<file path="src/sv/polynomial_coefficient_engine_defines.svh">
// Assertion macros shared by the polynomial coefficient engine RTL.
// Expects signals named clk and arst_n in the scope of each use.
`ifndef POLYNOMIAL_COEFFICIENT_ENGINE_DEFINES_SVH
`define POLYNOMIAL_COEFFICIENT_ENGINE_DEFINES_SVH

// Same-cycle implication, disabled while reset is asserted.
`define PCE_ASSERT_NOW(lbl, ante, cons) \
	lbl: assert property (@(posedge clk) disable iff (!arst_n) (ante) |-> (cons)) \
		else $error("pce: same-cycle check failed");

// Next-cycle implication, disabled while reset is asserted.
`define PCE_ASSERT_NEXT(lbl, ante, cons) \
	lbl: assert property (@(posedge clk) disable iff (!arst_n) (ante) |=> (cons)) \
		else $error("pce: next-cycle check failed");

`endif

</file>
<file path="src/sv/pce_pkg.sv">
// Shared types and constants of the polynomial coefficient engine.
// No dependencies; every other file but the defines header imports this package.
`timescale 1ns / 1ps

package pce_pkg;

	localparam int MAX_TERMS     = 8;
	localparam int FRACTION_BITS = 16;
	localparam int DATA_W        = 32;
	localparam int ACTION_W      = 3;
	localparam int SLOT_W        = 3;
	localparam int TERM_W        = 4;
	localparam int THRESH_W      = 31;
	localparam int CFG_IDX_W     = 2;
	localparam int IDX_W         = (MAX_TERMS > 1) ? $clog2(MAX_TERMS) : 1;
	localparam int CNT_W         = $clog2(MAX_TERMS + 1);

	localparam logic [DATA_W-1:0] FX_ONE = DATA_W'(1) << FRACTION_BITS;

	typedef logic signed [DATA_W-1:0] fx_t;

	typedef enum logic [ACTION_W-1:0] {
		ACT_LOAD  = 3'd0,
		ACT_READ  = 3'd1,
		ACT_EVAL  = 3'd2,
		ACT_SHIFT = 3'd3,
		ACT_SCALE = 3'd4
	} action_t;

	typedef enum logic [CFG_IDX_W-1:0] {
		CFG_TERM_COUNT      = 2'd0,
		CFG_SHIFT_THRESHOLD = 2'd1
	} cfg_reg_t;

	// Request to the shared multiply-add unit: sat(floor(a*b >> F)) + c, saturated
	typedef struct packed {
		logic valid;
		fx_t  a;
		fx_t  b;
		fx_t  c;
	} mac_req_t;

	typedef struct packed {
		logic valid;
		fx_t  value;
		logic sat;
	} mac_rsp_t;

endpackage

</file>
<file path="src/sv/pce_item_if.sv">
// Input item channel of the polynomial coefficient engine.
// Depends on pce_pkg for field widths.
`timescale 1ns / 1ps

interface pce_item_if;
	import pce_pkg::*;

	logic                valid;
	logic                ready;
	logic [ACTION_W-1:0] action;
	logic [SLOT_W-1:0]   slot;
	logic signed [DATA_W-1:0] coeff_in;
	logic signed [DATA_W-1:0] point;

	modport source (output valid, action, slot, coeff_in, point, input ready);
	modport sink (input valid, action, slot, coeff_in, point, output ready);
endinterface

</file>
<file path="src/sv/pce_result_if.sv">
// Result item channel of the polynomial coefficient engine.
// Depends on pce_pkg for field widths.
`timescale 1ns / 1ps

interface pce_result_if;
	import pce_pkg::*;

	logic                     valid;
	logic                     ready;
	logic signed [DATA_W-1:0] result_value;
	logic                     saturated;

	modport source (output valid, result_value, saturated, input ready);
	modport sink (input valid, result_value, saturated, output ready);
endinterface

</file>
<file path="src/sv/pce_cfg_if.sv">
// Configuration write channel of the polynomial coefficient engine.
// Depends on pce_pkg for index and data widths.
`timescale 1ns / 1ps

interface pce_cfg_if;
	import pce_pkg::*;

	logic                 valid;
	logic                 ready;
	logic [CFG_IDX_W-1:0] index;
	logic [DATA_W-1:0]    data;

	modport source (output valid, index, data, input ready);
	modport sink (input valid, index, data, output ready);
endinterface

</file>
<file path="src/sv/polynomial_coefficient_engine.sv">
// Top level of the polynomial coefficient engine: coefficient store and sequencer.
// Depends on pce_pkg, the three channel interfaces, pce_mac and the defines header.
//
//   channel  role   carries
//   item     sink   action, slot, coeff_in, point
//   result   source result_value, saturated (one per item)
//   cfg      sink   index, data (term_count, shift_threshold); always ready
//
// Every product goes through one two-stage multiply-add unit; each step is an
// issue followed by a wait for the unit's response, preceded by a fetch when an
// operand must be read from the store first. One item is in work at a time.
// Reset clears the store and registers at once; no clearing pass.
// A finished result waits in the output register while the next item is taken;
// that next item holds in its last cycle until the output register is free.
`timescale 1ns / 1ps
`include "polynomial_coefficient_engine_defines.svh"

module polynomial_coefficient_engine (
	input  logic         clk,
	input  logic         arst_n,
	pce_item_if.sink     item,
	pce_result_if.source result,
	pce_cfg_if.sink      cfg
);
	import pce_pkg::*;

	typedef enum logic [2:0] {
		ST_IDLE,
		ST_FETCH,
		ST_ISSUE,
		ST_WAIT,
		ST_DONE
	} state_t;

	state_t              state_q;
	action_t             act_q;
	fx_t                 coeff_q [MAX_TERMS];
	logic [TERM_W-1:0]   term_count_q;
	logic [THRESH_W-1:0] thresh_q;
	fx_t                 x_q;
	fx_t                 acc_q;
	fx_t                 opa_q;
	logic                flag_q;
	logic                phase_q;
	logic [CNT_W-1:0]    idx_q;
	logic [CNT_W-1:0]    k_q;
	logic [CNT_W-1:0]    n_q;
	logic                out_valid_q;
	fx_t                 out_value_q;
	logic                out_sat_q;

	logic [CNT_W-1:0]    n_act;
	logic [CNT_W-1:0]    idx_p1;
	logic [IDX_W-1:0]    rd_addr;
	fx_t                 rd_data;
	logic                slot_ok;
	logic [DATA_W-1:0]   x_mag;
	logic                shift_go;
	logic                more_k;
	mac_req_t            mac_req;
	mac_rsp_t            mac_rsp;

	// Clamp the configured term count to the store depth
	assign n_act = (32'(term_count_q) > 32'(MAX_TERMS)) ? CNT_W'(MAX_TERMS)
		: CNT_W'(term_count_q);
	assign idx_p1   = idx_q + CNT_W'(1);
	assign slot_ok  = 32'(item.slot) < 32'(MAX_TERMS);
	assign x_mag    = item.point[DATA_W-1] ? (~item.point + DATA_W'(1)) : item.point;
	assign shift_go = (x_mag > {1'b0, thresh_q}) && (n_act > CNT_W'(1));
	assign more_k   = ({1'b0, k_q} + (CNT_W + 1)'(2)) < {1'b0, n_q};

	// Single read port on the store
	always_comb begin
		case (state_q)
			ST_IDLE:  rd_addr = IDX_W'(item.slot);
			ST_FETCH: rd_addr = (act_q == ACT_SHIFT) ? idx_p1[IDX_W-1:0] : idx_q[IDX_W-1:0];
			default:  rd_addr = idx_q[IDX_W-1:0];
		endcase
	end
	assign rd_data = coeff_q[rd_addr];

	// Pick operands for the shared unit
	always_comb begin
		mac_req.valid = state_q == ST_ISSUE;
		mac_req.a     = '0;
		mac_req.b     = '0;
		mac_req.c     = '0;
		case (act_q)
			ACT_EVAL: begin
				mac_req.a = acc_q;
				mac_req.b = x_q;
				mac_req.c = rd_data;
			end
			ACT_SHIFT: begin
				mac_req.a = opa_q;
				mac_req.b = x_q;
				mac_req.c = rd_data;
			end
			ACT_SCALE: begin
				mac_req.a = phase_q ? acc_q : rd_data;
				mac_req.b = phase_q ? x_q : acc_q;
			end
			default: begin
				mac_req.a = '0;
			end
		endcase
	end

	pce_mac u_mac (
		.clk    (clk),
		.arst_n (arst_n),
		.req    (mac_req),
		.rsp    (mac_rsp)
	);

	// Sequencer, store, configuration and output register
	always_ff @(posedge clk or negedge arst_n) begin
		if (!arst_n) begin
			state_q      <= ST_IDLE;
			act_q        <= ACT_LOAD;
			coeff_q      <= '{default: '0};
			term_count_q <= '0;
			thresh_q     <= THRESH_W'(1);
			x_q          <= '0;
			acc_q        <= '0;
			opa_q        <= '0;
			flag_q       <= 1'b0;
			phase_q      <= 1'b0;
			idx_q        <= '0;
			k_q          <= '0;
			n_q          <= '0;
			out_valid_q  <= 1'b0;
			out_value_q  <= '0;
			out_sat_q    <= 1'b0;
		end else begin
			// Take configuration writes; indexes past the list are dropped
			if (cfg.valid) begin
				if (cfg.index == CFG_TERM_COUNT) begin
					term_count_q <= cfg.data[TERM_W-1:0];
				end else if (cfg.index == CFG_SHIFT_THRESHOLD) begin
					thresh_q <= cfg.data[THRESH_W-1:0];
				end
			end

			// Load a finished result when the register is free, drop one once taken
			if (state_q == ST_DONE && (!out_valid_q || result.ready)) begin
				out_valid_q <= 1'b1;
			end else if (result.ready) begin
				out_valid_q <= 1'b0;
			end

			case (state_q)
				ST_IDLE: begin
					if (item.valid) begin
						act_q   <= action_t'(item.action);
						x_q     <= item.point;
						flag_q  <= 1'b0;
						phase_q <= 1'b0;
						k_q     <= '0;
						n_q     <= n_act;
						case (item.action)
							ACT_LOAD: begin
								acc_q   <= '0;
								state_q <= ST_DONE;
								if (slot_ok) begin
									coeff_q[rd_addr] <= item.coeff_in;
								end
							end
							ACT_READ: begin
								acc_q   <= slot_ok ? rd_data : '0;
								state_q <= ST_DONE;
							end
							ACT_EVAL: begin
								acc_q <= '0;
								if (n_act != '0) begin
									idx_q   <= n_act - CNT_W'(1);
									state_q <= ST_FETCH;
								end else begin
									state_q <= ST_DONE;
								end
							end
							ACT_SHIFT: begin
								acc_q <= '0;
								if (shift_go) begin
									idx_q   <= n_act - CNT_W'(2);
									state_q <= ST_FETCH;
								end else begin
									state_q <= ST_DONE;
								end
							end
							ACT_SCALE: begin
								acc_q   <= FX_ONE;
								idx_q   <= '0;
								state_q <= (n_act != '0) ? ST_ISSUE : ST_DONE;
							end
							default: begin
								acc_q   <= '0;
								state_q <= ST_DONE;
							end
						endcase
					end
				end
				ST_FETCH: begin
					// Evaluate seeds the accumulator with the top coefficient
					if (act_q == ACT_EVAL) begin
						acc_q <= rd_data;
						if (idx_q == '0) begin
							state_q <= ST_DONE;
						end else begin
							idx_q   <= idx_q - CNT_W'(1);
							state_q <= ST_ISSUE;
						end
					end else begin
						opa_q   <= rd_data;
						state_q <= ST_ISSUE;
					end
				end
				ST_ISSUE: begin
					state_q <= ST_WAIT;
				end
				ST_WAIT: begin
					if (mac_rsp.valid) begin
						flag_q <= flag_q | mac_rsp.sat;
						case (act_q)
							ACT_EVAL: begin
								acc_q <= mac_rsp.value;
								if (idx_q == '0) begin
									state_q <= ST_DONE;
								end else begin
									idx_q   <= idx_q - CNT_W'(1);
									state_q <= ST_ISSUE;
								end
							end
							ACT_SHIFT: begin
								coeff_q[idx_q[IDX_W-1:0]] <= mac_rsp.value;
								if (idx_q == k_q) begin
									if (more_k) begin
										k_q     <= k_q + CNT_W'(1);
										idx_q   <= n_q - CNT_W'(2);
										state_q <= ST_FETCH;
									end else begin
										state_q <= ST_DONE;
									end
								end else begin
									idx_q   <= idx_q - CNT_W'(1);
									state_q <= ST_FETCH;
								end
							end
							ACT_SCALE: begin
								if (!phase_q) begin
									coeff_q[idx_q[IDX_W-1:0]] <= mac_rsp.value;
									if (idx_p1 < n_q) begin
										phase_q <= 1'b1;
										state_q <= ST_ISSUE;
									end else begin
										state_q <= ST_DONE;
									end
								end else begin
									acc_q   <= mac_rsp.value;
									phase_q <= 1'b0;
									idx_q   <= idx_p1;
									state_q <= ST_ISSUE;
								end
							end
							default: begin
								state_q <= ST_DONE;
							end
						endcase
					end
				end
				ST_DONE: begin
					// Hand the result to the output register when it is free
					if (!out_valid_q || result.ready) begin
						out_value_q <= (act_q == ACT_EVAL || act_q == ACT_READ) ? acc_q : '0;
						out_sat_q   <= flag_q;
						state_q     <= ST_IDLE;
					end
				end
				default: begin
					state_q <= ST_IDLE;
				end
			endcase
		end
	end

	assign item.ready          = state_q == ST_IDLE;
	assign cfg.ready           = 1'b1;
	assign result.valid        = out_valid_q;
	assign result.result_value = out_value_q;
	assign result.saturated    = out_sat_q;

	`PCE_ASSERT_NEXT(a_busy_after_accept, item.valid && item.ready, !item.ready)
	`PCE_ASSERT_NOW(a_rsp_only_in_wait, mac_rsp.valid, state_q == ST_WAIT)
	`PCE_ASSERT_NEXT(a_done_delivers, state_q == ST_DONE && !result.valid, result.valid)

endmodule

</file>
<file path="src/sv/pce_mac.sv">
// Shared two-stage fixed-point multiply-add unit: sat(floor(a*b >> F)) + c, saturated.
// Depends on pce_pkg for the request/response structs and format constants.
`timescale 1ns / 1ps

module pce_mac (
	input  logic              clk,
	input  logic              arst_n,
	input  pce_pkg::mac_req_t req,
	output pce_pkg::mac_rsp_t rsp
);
	import pce_pkg::*;

	localparam int PROD_W = 2 * DATA_W;

	logic                     valid_s1;
	logic signed [PROD_W-1:0] prod_s1;
	fx_t                      c_s1;

	logic                     valid_s2;
	fx_t                      value_s2;
	logic                     sat_s2;

	logic signed [PROD_W-1:0] shifted;
	logic                     mul_sat;
	fx_t                      mul_val;
	logic signed [DATA_W:0]   sum;
	logic                     add_sat;
	fx_t                      add_val;

	// Stage 1: full-width signed product
	always_ff @(posedge clk or negedge arst_n) begin
		if (!arst_n) begin
			valid_s1 <= 1'b0;
		end else begin
			valid_s1 <= req.valid;
		end
	end

	always_ff @(posedge clk) begin
		if (req.valid) begin
			prod_s1 <= PROD_W'(req.a) * PROD_W'(req.b);
			c_s1    <= req.c;
		end
	end

	// Stage 2: floor to the fraction point, clamp, add, clamp again
	always_comb begin
		shifted = prod_s1 >>> FRACTION_BITS;
		mul_sat = (shifted[PROD_W-1:DATA_W-1] != '0) && (shifted[PROD_W-1:DATA_W-1] != '1);
		if (mul_sat) begin
			mul_val = shifted[PROD_W-1] ? fx_t'({1'b1, {(DATA_W-1){1'b0}}})
				: fx_t'({1'b0, {(DATA_W-1){1'b1}}});
		end else begin
			mul_val = shifted[DATA_W-1:0];
		end
		sum     = {mul_val[DATA_W-1], mul_val} + {c_s1[DATA_W-1], c_s1};
		add_sat = sum[DATA_W] != sum[DATA_W-1];
		if (add_sat) begin
			add_val = sum[DATA_W] ? fx_t'({1'b1, {(DATA_W-1){1'b0}}})
				: fx_t'({1'b0, {(DATA_W-1){1'b1}}});
		end else begin
			add_val = sum[DATA_W-1:0];
		end
	end

	always_ff @(posedge clk or negedge arst_n) begin
		if (!arst_n) begin
			valid_s2 <= 1'b0;
		end else begin
			valid_s2 <= valid_s1;
		end
	end

	always_ff @(posedge clk) begin
		if (valid_s1) begin
			value_s2 <= add_val;
			sat_s2   <= mul_sat | add_sat;
		end
	end

	assign rsp.valid = valid_s2;
	assign rsp.value = value_s2;
	assign rsp.sat   = sat_s2;

endmodule
</file>
<file path="src/flat_wrapper.sv">
// flat-port wrapper written by rule: the top's interface ports become plain ports
module polynomial_coefficient_engine_flat import pce_pkg::*;
  (clk, arst_n, item_valid, item_action, item_slot, item_coeff_in, item_point, item_ready, result_valid, result_result_value, result_saturated, result_ready, cfg_valid, cfg_index, cfg_data, cfg_ready);
  pce_item_if item_i ();
  pce_result_if result_i ();
  pce_cfg_if cfg_i ();
  input  logic clk;
  input  logic arst_n;
  input wire logic [$bits(item_i.valid)-1:0] item_valid;
  input wire logic [$bits(item_i.action)-1:0] item_action;
  input wire logic [$bits(item_i.slot)-1:0] item_slot;
  input wire logic [$bits(item_i.coeff_in)-1:0] item_coeff_in;
  input wire logic [$bits(item_i.point)-1:0] item_point;
  output wire logic [$bits(item_i.ready)-1:0] item_ready;
  output wire logic [$bits(result_i.valid)-1:0] result_valid;
  output wire logic [$bits(result_i.result_value)-1:0] result_result_value;
  output wire logic [$bits(result_i.saturated)-1:0] result_saturated;
  input wire logic [$bits(result_i.ready)-1:0] result_ready;
  input wire logic [$bits(cfg_i.valid)-1:0] cfg_valid;
  input wire logic [$bits(cfg_i.index)-1:0] cfg_index;
  input wire logic [$bits(cfg_i.data)-1:0] cfg_data;
  output wire logic [$bits(cfg_i.ready)-1:0] cfg_ready;
  assign item_i.valid = item_valid;
  assign item_i.action = item_action;
  assign item_i.slot = item_slot;
  assign item_i.coeff_in = item_coeff_in;
  assign item_i.point = item_point;
  assign item_ready = item_i.ready;
  assign result_valid = result_i.valid;
  assign result_result_value = result_i.result_value;
  assign result_saturated = result_i.saturated;
  assign result_i.ready = result_ready;
  assign cfg_i.valid = cfg_valid;
  assign cfg_i.index = cfg_index;
  assign cfg_i.data = cfg_data;
  assign cfg_ready = cfg_i.ready;
  polynomial_coefficient_engine u_core (.clk(clk), .arst_n(arst_n), .item(item_i), .result(result_i), .cfg(cfg_i));
endmodule
</file>
<file path="config.mk">
export PLATFORM = sky130hd
export DESIGN_NAME = polynomial_coefficient_engine_flat
export DESIGN_NICKNAME = d
export VERILOG_FILES = /design/src/sv/pce_pkg.sv /design/src/sv/pce_item_if.sv /design/src/sv/pce_result_if.sv /design/src/sv/pce_cfg_if.sv /design/src/sv/polynomial_coefficient_engine.sv /design/src/sv/pce_mac.sv /design/src/flat_wrapper.sv
export VERILOG_INCLUDE_DIRS = /design/src /design/src/sv
export SDC_FILE = /design/constraint.sdc
export NUM_CORES = 2
export LEC_CHECK = 0
export BUFFER_PORTS_ARGS = -buffer_cell sky130_fd_sc_hd__buf_2
export CAP_MARGIN = 20
export CORE_ASPECT_RATIO = 1.2
export CORE_MARGIN = 4
export CORE_UTILIZATION = 30
export DETAILED_ROUTE_END_ITERATION = 8
export HOLD_SLACK_MARGIN = 0.15
export SLEW_MARGIN = 20
export SYNTH_ARGS = -nofsm -noshare
export SYNTH_HDL_FRONTEND = slang
export SYNTH_HIERARCHICAL = 1
export SYNTH_SLANG_ARGS = --single-unit
</file>
<file path="constraint.sdc">
create_clock -name clk -period 29.4 [get_ports clk]
set_input_delay 2.94 -clock clk [delete_from_list [all_inputs] [get_ports clk]]
set_output_delay 2.94 -clock clk [all_outputs]
set_load 0.05 [all_outputs]
</file>
# Yosys cells after proc, flatten, opt, wreduce, memory -nomap -nowiden
# Index checks and enable logic that the tools add are counted.
[word_totals]
regBits = 572
in_bits = 109
out_inout_bits = 36
elab_cells = 197
[classes]
addsub = 9
n_mul = 1
n_lt_le_gt_ge = 9
eq_ne = 34
n_mux = 78
bitwise = 7
reduce_logical = 30
[op_table]
columns = ["operator", "n"]
rows = [
  ["$mux 256", 4],
  ["$pmux 256 s2", 2],
  ["$bwmux 256", 2],
  ["$mux 32", 16],
  ["$demux 32 s3", 2],
  ["$pmux 32 s2", 3],
  ["$pmux 32 s3", 2],
  ["$bmux 32 s3", 1],
  ["$mul 32x32->64", 1],
  ["$mux 4", 15],
  ["$mux 3", 13],
  ["$pmux 4 s3", 3],
  ["$add 32x32->33", 1],
  ["$ne 33x33->1 const B", 1],
  ["$reduce_bool 33->1", 1],
  ["$add 32x2->32 const B", 1],
  ["$gt 32x31->1", 1],
  ["$not 32->32", 1],
  ["$eq 3x2->1 const B", 6],
  ["$pmux 3 s3", 2],
  ["$reduce_and 6->1", 3],
  ["$pmux 3 s5", 1],
  ["$ne 2x1->1 const B", 6],
  ["$reduce_and 10->1", 1],
  ["other kinds (41)", 79],
]

# Longest topological paths before layout
[logic_depth]
word_depth = 12
mapped_depth = 40
mapped_depth_nobuf = 36

# Modules after synthesis
# The synthesis kept the hierarchy.
[by_module_without_submodules]
columns = ["mod", "instances", "cells_per_inst", "area_each_um2", "seq_area_each_um2"]
rows = [
  ["pce_mac", 1, 4203, 41213.3, 3443.3],
  ["polynomial_coefficient_engine", 1, 2752, 24104.4, 11036.8],
]

# Worst setup path after synthesis
# No wires, ideal clock.
[synth_path]
path_kind = "in2reg"
start = "in item_slot[0]"
end = "reg u_core.u_mac.prod_s1[60] (data pin)"
setup_ns = 0.262
arrival_ns = 11.478
required_time_ns = 29.138
path_slack_ns = 17.660
path_stages = 34
n_path_buf = 3
cell_sequence = "nor2_1 -> a31oi_4 -> o2bb2ai_4 -> buf_6 -> clkbuf_1 -> nand2_1 -> nand2_1 -> a21oi_1 -> o21ai_0 -> a21o_1 -> clkbuf_1 -> nand2_1 -> inv_1 -> fa_1 -> fa_1 -> fa_1 -> inv_1 -> fa_1 -> inv_1 -> fa_1 -> fa_1 -> inv_1 -> fa_1 -> inv_1 -> fa_1 -> ha_1 -> a21oi_1 -> o21bai_1 -> a21o_1 -> a21oi_1 -> nor2b_1 -> a211oi_1 -> o21ai_1 -> xor2_1"
[synth_lines]
columns = ["item", "line_no", "source"]
rows = [
  ["from (decl)", "flat_wrapper.sv:11", "input wire logic [$bits(item_i.slot)-1:0] item_slot;"],
  ["to (signal assigned)", "pce_mac.sv:41", "prod_s1 <= PROD_W'(req.a) * PROD_W'(req.b);"],
  ["to (decl)", "pce_mac.sv:16", "logic signed [PROD_W-1:0] prod_s1;"],
]

==> impl_summary.txt <==
----------------------------------------------------
[Critical path]
  Biggest fanout along the worst timing path ... 44
  Kind of start point of the critical path ... primary input
  Crit-path most repeated cell ... sky130_fd_sc_hd__fa_1
  Cell family with the largest share of critical-path delay ... compound AO/OA/AOI/OAI gates
  Worst endpoint data arrival time ... 14.90 ns
  Cell with the biggest individual delay on the critical path ... sky130_fd_sc_hd__a22oi_1
  Critical path buffer and inverter count ... 6
  CP endpoint kind ... flop
  Data required, critical path ... 29.73 ns
  Type of the worst setup path ... in2reg
  Slowest stage delay, CP ... 0.68 ns

[Drt]
  Detail Route Antenna Nets ... 0
  Router iterations before antenna repair ... 7
  Average wire per standard cell ... 22.0 um
  Vias post-DR ... 50300
  DRC Markers ... 0
  Detailed router's first-iteration violation count ... 4488
  Total wire length after detailed routing ... 213 mm
  Post-DR vias/cell ... 5.18

[Synthesis]
  Number of cells produced by synthesis ... 6955
  Prevailing post-synth register cell ... sky130_fd_sc_hd__dfrtp_1
  Sequential area share after synthesis ... 0.222
  Async set-reset flop share out of synthesis ... 0.797
  Number of unique standard cell types used by synthesis ... 106
  Synthesized area per cell ... 9.39 um2
  Syn. warnings ... 6
  Number of nets produced by synthesis ... 8405
  Count of flip-flops with a built-in enable after synthesis ... 113
  Post-Syn Area ... 0.0653 mm2
  Synth Register Bits ... 556

[GRT]
  GRT met1 Usage ... 0.241
  Global-route wire length before repair ... 325 mm
  Met2 GRT Util ... 0.315
  Most utilized layer in the global route result ... met2
  Initial antenna violation count ... 39
  Pin count of the biggest net entering global routing ... 173
  Number of global-route vias before repair ... 53100
  Met3 Use GR ... 0.0353
  Total global-route track usage ... 0.188
  Global route overflow ... 0

[Die]
  Initial cell density of the core ... 0.302
  I/O pin total ... 145
  Die width ... 434 um
  Standard-cell rows ... 187
  Full die area ... 0.225 mm2
  Height of the die ... 519 um
  CORE AREA ... 0.216 mm2

[Final layout]
  Signed area change from the synthesized netlist to the final layout ... 9.15%
  Post-Route Utilization ... 0.329
  Share of final-layout standard cells stronger than drive strength 1 ... 0.0820
  Final design instance area without fill ... 0.0713 mm2
  Total of fill cells in the finished design ... 22100
  Net count reported at finish ... 8261

[Power]
  Switching part of the total power ... 0.530
  Leakage power figure ... 33.7 nW
  Part of the power in registers ... 0.191
  Max rail drop VDD ... 61.1 uV
  Power dissipated by switching net loads ... 3.81 mW
  Power Internal ... 3.37 mW
  Power per unit of standard cell area ... 101 mW/mm2
  Final Total Pwr ... 7.18 mW
  Power share of the clock group ... 0.128
  Combinational cell fraction of total power ... 0.681

[Placed design]
  Placed standard-cell area ... 0.0688 mm2
  Final GP Congestion ... 0.905
  Count of buffers from port buffering ... 142
  Hpwl dp ... 150 mm

[Timing]
  Finish-stage setup viols ... 0
  Final sum of negative setup slack ... 0 ns
  Ratio of final minimum period to clock period ... 0.495
  Setup skew after layout ... 0.0275 ns
  Number of hold violations in the final report ... 0
  RSZ-0062 raised after global routing ... false
  Transition time at the pin with the least slew margin ... 1.16 ns
  Fin crit period ... 14.56 ns
  Max-Slew Margin vs Limit ... 0.225
  Max-slew violations ... 0
  Maximum clock frequency ... 68.7 MHz

[Clock tree]
  Resize count post-CTS ... 0
  Clock tree from TritonCTS ... done
  Hold Buf Count CTS ... 0
  Clock latency on the worst-skew pair ... 0.61 ns
  Clock root buffer ... sky130_fd_sc_hd__clkbuf_16
  Max H-tree Level ... 3
  Maximum clock insertion buffer count ... 3
  # clock sinks ... 556
  Clock-pin slew reported for the worst setup and hold paths after clock tree synthesis ... 0.06 ns
  CTS Buf Count ... 67
  Number of setup buffers added after CTS ... 0

[Status]
  Run status ... finished, final reports clean

[Worst hold path]
  Worst min-delay path category ... reg2reg

[Flow run]
  Number of max-cap violations ... 0

----------------------------------------------------
-- final timing paths --
path | endpoint | depth (start not counted) | start | slack [ns]
worst max-delay path | u_core/u_mac/prod_s1[62] | 33 | item_slot[0] | 14.84
worst min-delay path | u_core/coeff_q[44] | 2 | u_core/coeff_q[44] | 0.48
worst max register to register | u_core/u_mac/prod_s1[62] | 32 | u_core/act_q[0] | 16.20
worst min register to register | u_core/coeff_q[44] | 2 | u_core/coeff_q[44] | 0.48
max in group asynchronous | u_core/coeff_q[103] | 5 | arst_n | 23.96
min in group asynchronous | u_core/result.valid | 1 | arst_n | 2.38
-- tightest hold or removal path, cell delays in order (launching register included) --
cell and delay, ns:
sky130_fd_sc_hd__dfrtp_1 0.34, sky130_fd_sc_hd__nand2_1 0.05, sky130_fd_sc_hd__o21ai_0 0.06
-- sequential cells by signal, summed over array words and instances (netlist names), 4 cells and up --
register                    cells
u_core/idx_q                    4
u_core/x_q                     32
u_core/u_mac/prod_s1           48
u_core/u_mac/value_s2          32
u_core/thresh_q                31
u_core/term_count_q             4
u_core/result.result_value     32
u_core/k_q                      4
u_core/n_q                      4
u_core/u_mac/c_s1              32
u_core/coeff_q                256
u_core/opa_q                   32
u_core/acc_q                   32
-- stage by stage --
| stage | worst slack (ns) | hold slack [ns] | instances |
|---|---|---|---|
| 2_1_floorplan | 17.66 | 0.443 | 6955 |
| 3_5_place_dp | 14.35 | 0.463 | 9576 |
| 4_1_cts | 14.95 | 0.478 | 9698 |
| 5_1_grt | 14.43 | 0.489 | 9701 |
| 6_report | 14.84 | 0.475 | 9715 |
| 3_3_place_gp | 14.46 | 0.454 | 9576 |
-- area by class of cell --
type	instances	area [um2]	share of cell area
clock buffer	95	2040	0.0286
tap	2835	3550	0.0498
antenna	16	40.0	0.000562
sequential	556	14500	0.203
multi-input combinational	4901	45300	0.635
inverter	1023	3840	0.0539
timing repair buffer	262	1650	0.0232
clock inverter	27	404	0.00567
-- cell usage after synthesis (30+ instances only) --
master	n	area, um2
sky130_fd_sc_hd__buf_2	36	180
sky130_fd_sc_hd__a21o_1	90	676
sky130_fd_sc_hd__xor2_1	43	377
sky130_fd_sc_hd__inv_1	1022	3840
sky130_fd_sc_hd__and3_1	33	206
sky130_fd_sc_hd__nand2b_1	37	231
sky130_fd_sc_hd__and2_0	30	188
sky130_fd_sc_hd__a21oi_1	396	1980
sky130_fd_sc_hd__buf_1	34	128
sky130_fd_sc_hd__xnor2_1	93	815
sky130_fd_sc_hd__clkbuf_1	385	1450
sky130_fd_sc_hd__dfrtp_1	442	11100
sky130_fd_sc_hd__nand3_1	33	165
sky130_fd_sc_hd__o21ai_0	379	1900
sky130_fd_sc_hd__and2_1	599	3750
sky130_fd_sc_hd__a22oi_1	50	375
sky130_fd_sc_hd__edfxtp_1	113	3390
sky130_fd_sc_hd__nor2_1	122	458
sky130_fd_sc_hd__a22o_1	90	788
sky130_fd_sc_hd__fa_1	1082	21700
sky130_fd_sc_hd__nand2_1	1095	4110
sky130_fd_sc_hd__ha_1	259	3240
sky130_fd_sc_hd__mux2_2	66	743
-- cell usage in the layout, fill, tap and decap left out, types with 117 or more instances in the layout --
master                    count
sky130_fd_sc_hd__fa_1      1082
sky130_fd_sc_hd__nor2_1     117
sky130_fd_sc_hd__buf_4      118
sky130_fd_sc_hd__o21ai_0    372
sky130_fd_sc_hd__ha_1       259
sky130_fd_sc_hd__buf_2      141
sky130_fd_sc_hd__nand2_1   1090
sky130_fd_sc_hd__inv_1     1018
sky130_fd_sc_hd__and2_1     599
sky130_fd_sc_hd__a21oi_1    395
sky130_fd_sc_hd__dfrtp_1    442
-- power groups by stage --
stage	Sequential (mW)	Combinational (mW)	Clock (mW)
floorplan	1.31	3.23	0
global placement	1.37	4.74	0
detailed placement	1.38	4.83	0
CTS	1.36	4.85	0.934
global route	1.39	5.35	0.964
finish	1.37	4.88	0.920
-- cell families (layout without fill, tap and decap cells) --
kind of cell               count (synthesis)  in the layout  share of synthesized area
muxes                                    102            102                     0.0176
AOI/OAI and AO/OA                       1246           1246                      0.120
and+or+nand+nor                         2066           2066                      0.151
adders and majority gates               1350           1350                      0.383
DFF                                      556            556                      0.222
xor gates and xnor gates                 136            136                     0.0182
buffers and inverters                   1498           1407                     0.0882
other                                      1             17                  0.0000574
-- metal layers --
metal,part of all wire,wire (um)
met1,0.40,85000
met2,0.48,102000
met5,0.00058,124
met3,0.079,16900
met4,0.043,9250
Power figures use the tool's default switching activity.
